<file path="config.mk">
export PLATFORM = sky130hd
export DESIGN_NAME = audio_level_average_peak_meter_top
export DESIGN_NICKNAME = d
export VERILOG_FILES = /design/src/hw/rtl/alapm_pkg.sv /design/src/hw/rtl/alapm_ring.sv /design/src/hw/rtl/alapm_peak.sv /design/src/hw/rtl/alapm_avg.sv /design/src/hw/rtl/audio_level_average_peak_meter_top.sv
export VERILOG_INCLUDE_DIRS = /design/src /design/src/hw/rtl
export SDC_FILE = /design/constraint.sdc
export NUM_CORES = 1
export LEC_CHECK = 0
export BUFFER_PORTS_ARGS = -buffer_cell sky130_fd_sc_hd__buf_2
export CAP_MARGIN = 20
export CORE_MARGIN = 8
export CORE_UTILIZATION = 30
export DETAILED_ROUTE_END_ITERATION = 7
export GPL_ROUTABILITY_DRIVEN = 0
export GPL_TIMING_DRIVEN = 0
export PLACE_DENSITY = 0.42
export SLEW_MARGIN = 20
export SYNTH_ARGS = -nofsm -noshare
export SYNTH_HDL_FRONTEND = slang
export SYNTH_SLANG_ARGS = --single-unit
</file>
<file path="constraint.sdc">
create_clock -name aclk -period 6.1 [get_ports aclk]
set_clock_uncertainty 0.1 [all_clocks]
set_input_delay 0.61 -clock aclk [delete_from_list [all_inputs] [get_ports aclk]]
set_output_delay 0.61 -clock aclk [all_outputs]
set_load 0.02 [all_outputs]
</file>
<file path="src/hw/rtl/assert_macros.svh">
// Assertion macros shared by the level meter RTL.
`ifndef ASSERT_MACROS_SVH
`define ASSERT_MACROS_SVH

// Same-cycle implication, disabled during reset.
`define ASSERT_IMPL(label, clk, rstn, ante, cons) \
    label: assert property (@(posedge clk) disable iff (!(rstn)) (ante) |-> (cons)) \
        else $error("assertion failed");

// Next-cycle implication, disabled during reset.
`define ASSERT_NEXT(label, clk, rstn, ante, cons) \
    label: assert property (@(posedge clk) disable iff (!(rstn)) (ante) |=> (cons)) \
        else $error("assertion failed");

`endif

</file>
<file path="src/hw/rtl/alapm_pkg.sv">
// Shared types and constants of the audio level meter.
package alapm_pkg;

    localparam int SAMPLE_W = 12;
    localparam logic [SAMPLE_W-1:0] FULL_SCALE = 12'd4095;

    typedef logic [SAMPLE_W-1:0] sample_t;

    // Peak tracker result for one transfer.
    typedef struct packed {
        sample_t p2p;
        logic    done;
        logic    empty;
    } peak_t;

endpackage

</file>
<file path="src/hw/rtl/alapm_ring.sv">
// Sample history ring with per-entry valid bits and prefetched read of the oldest entry.
`include "assert_macros.svh"

module alapm_ring #(
    parameter int DEPTH = 50
) (
    input  logic              aclk,
    input  logic              aresetn,
    input  logic              wr_en,
    input  alapm_pkg::sample_t wr_data,
    output alapm_pkg::sample_t old_data
);

    localparam int SLOT_W = $clog2(DEPTH);
    localparam logic [SLOT_W-1:0] LAST_SLOT = SLOT_W'(DEPTH - 1);

    alapm_pkg::sample_t hist_reg [DEPTH];
    logic [DEPTH-1:0]   valid_reg;
    logic [SLOT_W-1:0]  slot_reg;
    logic [SLOT_W-1:0]  slot_next;
    logic [SLOT_W-1:0]  rd_addr;
    alapm_pkg::sample_t rd_data_reg;
    logic               rd_valid_reg;

    assign slot_next = (slot_reg == LAST_SLOT) ? '0 : slot_reg + SLOT_W'(1);
    // keep the entry at the current slot in the read register
    assign rd_addr   = wr_en ? slot_next : slot_reg;
    assign old_data  = rd_valid_reg ? rd_data_reg : '0;

    always_ff @(posedge aclk) begin
        if (wr_en) begin
            hist_reg[slot_reg] <= wr_data;
        end
        rd_data_reg <= hist_reg[rd_addr];
    end

    always_ff @(posedge aclk) begin
        if (!aresetn) begin
            valid_reg    <= '0;
            slot_reg     <= '0;
            rd_valid_reg <= 1'b0;
        end else begin
            if (wr_en) begin
                valid_reg[slot_reg] <= 1'b1;
                slot_reg            <= slot_next;
            end
            rd_valid_reg <= valid_reg[rd_addr];
        end
    end

    `ASSERT_IMPL(a_slot_range, aclk, aresetn, 1'b1, slot_reg <= LAST_SLOT)
    `ASSERT_NEXT(a_wr_marks_valid, aclk, aresetn, wr_en, valid_reg[$past(slot_reg)])

endmodule

</file>
<file path="src/hw/rtl/alapm_peak.sv">
// Window max/min tracker and peak-to-peak result.
`include "assert_macros.svh"

module alapm_peak (
    input  logic               aclk,
    input  logic               aresetn,
    input  logic               en,
    input  alapm_pkg::sample_t sample,
    input  logic               last,
    input  alapm_pkg::sample_t reject_level,
    output alapm_pkg::peak_t   peak
);

    alapm_pkg::sample_t max_reg;
    alapm_pkg::sample_t min_reg;
    alapm_pkg::sample_t max_next;
    alapm_pkg::sample_t min_next;

    // else-if rule: a new max is never checked against the min
    always_comb begin
        max_next = max_reg;
        min_next = min_reg;
        if (sample < reject_level) begin
            if (sample > max_reg) begin
                max_next = sample;
            end else if (sample < min_reg) begin
                min_next = sample;
            end
        end
    end

    always_comb begin
        peak = '0;
        if (last) begin
            peak.done = 1'b1;
            if (min_next > max_next) begin
                peak.empty = 1'b1;
            end else begin
                peak.p2p = max_next - min_next;
            end
        end
    end

    always_ff @(posedge aclk) begin
        if (!aresetn) begin
            max_reg <= '0;
            min_reg <= alapm_pkg::FULL_SCALE;
        end else if (en) begin
            if (last) begin
                max_reg <= '0;
                min_reg <= alapm_pkg::FULL_SCALE;
            end else begin
                max_reg <= max_next;
                min_reg <= min_next;
            end
        end
    end

    `ASSERT_NEXT(a_window_restart, aclk, aresetn, en && last,
                 max_reg == '0 && min_reg == alapm_pkg::FULL_SCALE)
    `ASSERT_IMPL(a_empty_clamped, aclk, aresetn, peak.empty, peak.done && peak.p2p == '0)

endmodule

</file>
<file path="src/hw/rtl/alapm_avg.sv">
// Floored mean: running sum divided by the ring depth via reciprocal multiply.
module alapm_avg #(
    parameter int DEPTH = 50,
    parameter int SUM_W = 18
) (
    input  logic [SUM_W-1:0]   sum,
    output alapm_pkg::sample_t average
);

    localparam int L_W     = $clog2(DEPTH);
    localparam int K       = SUM_W + L_W;
    localparam int RECIP_W = K + 1;
    localparam int PROD_W  = SUM_W + RECIP_W;
    // ceil(2^K / DEPTH); exact floor for every SUM_W-bit numerator
    localparam logic [RECIP_W-1:0] RECIP =
        RECIP_W'(((64'd1 << K) + 64'(DEPTH) - 64'd1) / 64'(DEPTH));

    logic [PROD_W-1:0] prod;

    assign prod    = PROD_W'(sum) * PROD_W'(RECIP);
    assign average = prod[K +: alapm_pkg::SAMPLE_W];

endmodule

</file>
<file path="src/hw/rtl/audio_level_average_peak_meter_top.sv">
// Top level of the audio level meter: moving average and windowed peak-to-peak.
//
// One 12-bit sample is taken per clock while the output is not stalled, and
// one result leaves per sample, through the stage-1 register and then the
// output register. The ring of the last DEPTH samples lives in a one-write,
// one-read memory whose read port always holds the entry about to be
// overwritten, so the running-sum update (minus oldest, plus new) completes in
// the transfer cycle; between the stage-1 sum and the output register the sum
// is divided by DEPTH with a reciprocal multiply. Every ring entry has a valid
// bit cleared by reset, so no clearing pass is needed. Peak tracking ignores
// samples at or above reject_level, which is written through the cfg port
// (always ready) and should only change while the block is idle. A sample flagged
// window_last closes the window: its result carries window_done, max minus min,
// and window_empty when min ended above max (peak_to_peak then reads zero).
`include "assert_macros.svh"

module audio_level_average_peak_meter_top #(
    parameter int DEPTH = 50
) (
    input  logic                aclk,
    input  logic                aresetn,
    // configuration write
    input  logic                cfg_valid,
    output logic                cfg_ready,
    input  alapm_pkg::sample_t  cfg_data,
    // sample input
    input  logic                s_valid,
    output logic                s_ready,
    input  alapm_pkg::sample_t  s_sample,
    input  logic                s_window_last,
    // results
    output logic                m_valid,
    input  logic                m_ready,
    output alapm_pkg::sample_t  m_average,
    output alapm_pkg::sample_t  m_peak_to_peak,
    output logic                m_window_done,
    output logic                m_window_empty
);

    localparam int SUM_W = $clog2(DEPTH * int'(alapm_pkg::FULL_SCALE) + 1);
    localparam logic [SUM_W-1:0] SUM_MAX = SUM_W'(DEPTH * int'(alapm_pkg::FULL_SCALE));

    alapm_pkg::sample_t reject_reg;

    logic               in_xfer;
    logic               s1_adv;
    logic               s1_valid_reg;
    logic               s1_valid_next;
    logic               m_valid_reg;
    logic               m_valid_next;

    alapm_pkg::sample_t old_sample;
    logic [SUM_W-1:0]   sum_reg;
    logic [SUM_W-1:0]   sum_next;
    alapm_pkg::peak_t   peak;
    alapm_pkg::peak_t   s1_peak_reg;
    alapm_pkg::sample_t avg;

    alapm_pkg::sample_t m_average_reg;
    alapm_pkg::peak_t   m_peak_reg;

    // configuration register, write accepted every cycle
    assign cfg_ready = 1'b1;

    always_ff @(posedge aclk) begin
        if (!aresetn) begin
            reject_reg <= alapm_pkg::FULL_SCALE;
        end else if (cfg_valid) begin
            reject_reg <= cfg_data;
        end
    end

    // two-stage pipeline control: stage 1 holds the new sum and peak result,
    // the output register holds the finished result
    assign s1_adv        = s1_valid_reg && (!m_valid_reg || m_ready);
    assign s_ready       = !s1_valid_reg || s1_adv;
    assign in_xfer       = s_valid && s_ready;
    assign s1_valid_next = in_xfer || (s1_valid_reg && !s1_adv);
    assign m_valid_next  = s1_adv || (m_valid_reg && !m_ready);

    always_ff @(posedge aclk) begin
        if (!aresetn) begin
            s1_valid_reg <= 1'b0;
            m_valid_reg  <= 1'b0;
            sum_reg      <= '0;
        end else begin
            s1_valid_reg <= s1_valid_next;
            m_valid_reg  <= m_valid_next;
            if (in_xfer) begin
                sum_reg <= sum_next;
            end
        end
    end

    alapm_ring #(
        .DEPTH (DEPTH)
    ) u_ring (
        .aclk     (aclk),
        .aresetn  (aresetn),
        .wr_en    (in_xfer),
        .wr_data  (s_sample),
        .old_data (old_sample)
    );

    // sum_reg doubles as the stage-1 sum: it only moves on an input transfer,
    // which is taken only when stage 1 is free or advancing
    assign sum_next = sum_reg - SUM_W'(old_sample) + SUM_W'(s_sample);

    alapm_peak u_peak (
        .aclk         (aclk),
        .aresetn      (aresetn),
        .en           (in_xfer),
        .sample       (s_sample),
        .last         (s_window_last),
        .reject_level (reject_reg),
        .peak         (peak)
    );

    always_ff @(posedge aclk) begin
        if (in_xfer) begin
            s1_peak_reg <= peak;
        end
    end

    alapm_avg #(
        .DEPTH (DEPTH),
        .SUM_W (SUM_W)
    ) u_avg (
        .sum     (sum_reg),
        .average (avg)
    );

    always_ff @(posedge aclk) begin
        if (s1_adv) begin
            m_average_reg <= avg;
            m_peak_reg    <= s1_peak_reg;
        end
    end

    assign m_valid        = m_valid_reg;
    assign m_average      = m_average_reg;
    assign m_peak_to_peak = m_peak_reg.p2p;
    assign m_window_done  = m_peak_reg.done;
    assign m_window_empty = m_peak_reg.empty;

    `ASSERT_IMPL(a_stall_blocks_input, aclk, aresetn,
                 s1_valid_reg && m_valid_reg && !m_ready, !s_ready)
    `ASSERT_IMPL(a_sum_bound, aclk, aresetn, 1'b1, sum_reg <= SUM_MAX)
    `ASSERT_IMPL(a_open_window_quiet, aclk, aresetn, m_valid && !m_window_done,
                 m_peak_to_peak == '0 && !m_window_empty)

endmodule
</file>
==> metrics.md <==
| Metric | Value |
|---|---|
| Syn nets | 3,084 |
| Fin area | 0.04378 mm² |
| CP cell instances | fa_2 > inv_2 > fa_1 > inv_2 > fa_1 > fa_1 > fa_1 > inv_1 > fa_1 > inv_1 > ha_1 > nand4_1 > buf_6 > nor3_4 > nand4_1 > a41oi_2 > buf_4 > o31ai_4 > a31oi_4 > a21oi_1 > xnor2_1 |
| RSZ-0062 raised after global routing | yes |
| Simple-Gate Fraction of Synth Area | 0.07391 |
| Power Dens Cells | roughly 550 mW/mm² |
| Crit path launch type | flip-flop |
| Hold Violations, Final | 0 |
| Die ar. | 0.1361 mm² |
| Syn Std Cell Area | 0.03738 mm² |
| Most common cell after layout, fill and taps aside | edfxtp_1 |
| DRC | 0 |
| Fraction of the mapped netlist area in compound gates | 0.07351 |
| Vias in the first global route | 23,998 |
| First-pass detailed-route iteration total | 5 |
| Post-Synth Adder-Cell Area | 0.1414 |
| WL final | 112.9 mm |
| Clk_lat worst skew | 0.68 ns |
| Final Cycle Share | 0.9757 |
| Netlist cell types | 79 |
| Non-filler cells, final | ~4,600 |
| Antenna violations before repair | 4 |
| CP peak stage delay | slightly above 0.6 ns |
| Flop-to-flop setup slack | between 0.1 and 0.15 ns |
| Top post-synthesis cells by area | edfxtp_1, ha_1, mux4_2 |
| WL per Instance | around 24 µm |
| Post-Synthesis Cells | 2,709 |
| Final Util | 0.3541 |
| Post-synthesis register bit count | 765 |
| Leakage | 0.01651 µW |
| Area share of the largest cell type after synthesis | 0.5142 |
| Top Ports | 59 |
| Main synth FF type | edfxtp_1 |
| Post-Syn Area per Cell | 13.80 µm² |
| Routing usage on met1 | 0.2151 |
| Area after DPL | slightly above 0.04 mm² |
| Cell row count | 129 |
| Root Buffer | clkbuf_16 |
| Worst Setup Path Type | flip-flop to flip-flop |
| IO buf count | 56 |
| Top achievable clock speed | 168.0 MHz |
| Worst IR drop on VDD | 0.001966 V |
| Most frequent cells in the layout | edfxtp_1, inv_1, nand2_1 |
| Slowest CP cell | fa_2 |
| CP most frequent cell | fa_1 |
| Die Y | 369.0 µm |
| Largest register FFs | 600 |
| Slew @ Worst Pin | 1.052 ns |
| CTS tree | yes |
| DR vias | 22,978 |
| Clock sinks | between 700 and 800 |
| Starting Density | 0.3023 |
| Class of the worst hold path | primary input to flip-flop |
| DP Wirelength | 80.44 mm |
| Global Route Usage Sum | 0.1635 |
| H-tree levels | 3 |
| Synth warn | 0 |
| Starting DRT DRC Count | 1,606 |
| Min cycle time layout | about 6.0 ns |
| Main combinational cell family by area after synthesis | adder cells |
| Post-synth ARST share | 0 |
| # setup viols final | 0 |
| Largest net degree at the start of global routing | 60 |
| MaxCap Viol Count | 0 |
| CTS Buf Count | 85 |
| Inst Count DP | roughly 4,400 |
| Relative slew slack | 0.2984 |
| P&R area growth vs syn | 17.13% |
| Worst-path fanout max | 8 |
| GRT busiest layer | met2 |
| Critical Path End Type | flip-flop |
| Clock transition at the registers of the reported paths | approximately 0.060 ns |
| First-pass GRT wire length | 164.9 mm |
| CP arrival | 6.24 ns |
| Required @ worst endpoint | 6.39 ns |
| Core area | 0.1236 mm² |
| Antenna-violating nets left | 0 |
| CTS Buffer Depth | 3 |
| Share of layout cells above drive strength 1 | 0.1790 |
| Cell taking the most area after synthesis | edfxtp_1 |
| Post-DR vias/cell | 4.948 |
| Chip Width | 369.0 µm |
| GRT overflow | 0 |
| GRT met3 Usage | 0.02931 |
| EDFF count, synth | 640 |
| Slew Limit Fails | 0 |
| Worst slack, placed | -0.6813 ns |
| Sequential fraction of the synthesis area | 0.5811 |
| M2 GR Usage | 0.2781 |
| Setup_tns | 0 ns |
| Synth Area in XOR/XNOR | 0.005389 |
| Mux cell area share after synthesis | 0.07876 |
| Setup ws final | 0.1482 ns |
| Final nets | 3,309 |
| Status | finished, final reports clean |
metal layers:
metal | vias to the layer above | wire [µm]
met3 | 154 | 5462
met2 | 585 | 54870
met4 | 2 | 2774
li1 | 10419 | -
met1 | 11818 | 49790
met5 | - | 14
Yosys cell counts, types with 14 or more instances:
cell / instances
a22oi_1: 49
nor2_1: 167
o21ai_0: 41
a32oi_1: 36
ha_1: 216
xnor2_1: 17
clkbuf_1: 53
o21a_1: 50
and2_1: 18
and3_1: 18
nand3_1: 72
nand4_1: 28
mux4_2: 120
fa_1: 129
o22ai_1: 15
mux2i_1: 23
nand2_1: 231
a21o_1: 24
buf_2: 41
nor3_1: 28
a21oi_1: 81
edfxtp_1: 640
or3_1: 14
inv_1: 308
dfxtp_1: 125
worst max-delay path: cells and delay by family (launching register included):
family	cells	cell delay [ns]
adders and majority gates	7	3.34
AOI/OAI and AO/OA	4	0.71
xor gates and xnor gates	1	0.13
buffers and inverters	6	0.51
and+or+nand+nor	3	0.51
DFF	1	0.39
report_power, final:
| group | internal [µW] | switching (µW) | leakage, µW |
|---|---|---|---|
| Sequential | 5990 | 163 | 0.00682 |
| Combinational | 5620 | 7400 | 0.00835 |
| Clock | 2910 | 2200 | 0.00134 |
through the flow:
| step | total power [µW] | hold slack (ns) |
|---|---|---|
| finish | 24280 | 0.06220 |
| global route | 26610 | 0.04593 |
| CTS | 23590 | 0.003657 |
| detailed placement | 17950 | 0.3045 |
| global placement | 17890 | 0.3042 |
| floorplan | 14790 | 0.3003 |
area by class of cell:
| cell class | count | area, µm² |
|---|---|---|
| buffer | 112 | 545.5 |
| clock buffer | 118 | 2322 |
| clock inverter | 40 | 474.2 |
| sequential | 765 | 21780 |
| tap | 1637 | 2048 |
| timing repair buffer | 138 | 1220 |
| inverter | 311 | 1174 |
| antenna | 2 | 5.005 |
| multi-input combinational | 1521 | 14210 |
| fill | 12106 | 79850 |
final timing paths:
check / from / endpoint / cells past startpoint
worst max-delay path: sum_reg[16] / m_average[10] / 21
worst min-delay path: cfg_data[9] / reject_reg[9] / 3
worst max register to register: sum_reg[16] / m_average[10] / 21
worst min register to register: s1_peak_reg[6] / m_peak_to_peak[4] / 0
cells by family after synthesis:
group,count (synthesis)
flip-flops,765
multiplexers,144
buffers and inverters,423
other,1
AND/OR/NAND/NOR,615
adder cells (fa/ha/maj),345
AO/OA/AOI/OAI,393
XOR/XNOR,23
timing repair:
| action | in CTS | in global routing |
|---|---|---|
| cloned | 0 | 0 |
| setup buffers | 4 | 32 |
| endpoints found under the setup margin | 11 | 18 |
| endpoints found under the hold margin | 5 | 0 |
| pin swaps | 7 | 15 |
| hold buffers | 5 | 0 |
| gates resized for setup | 23 | 41 |
Note: power is estimated with default switching activity, not from simulation.
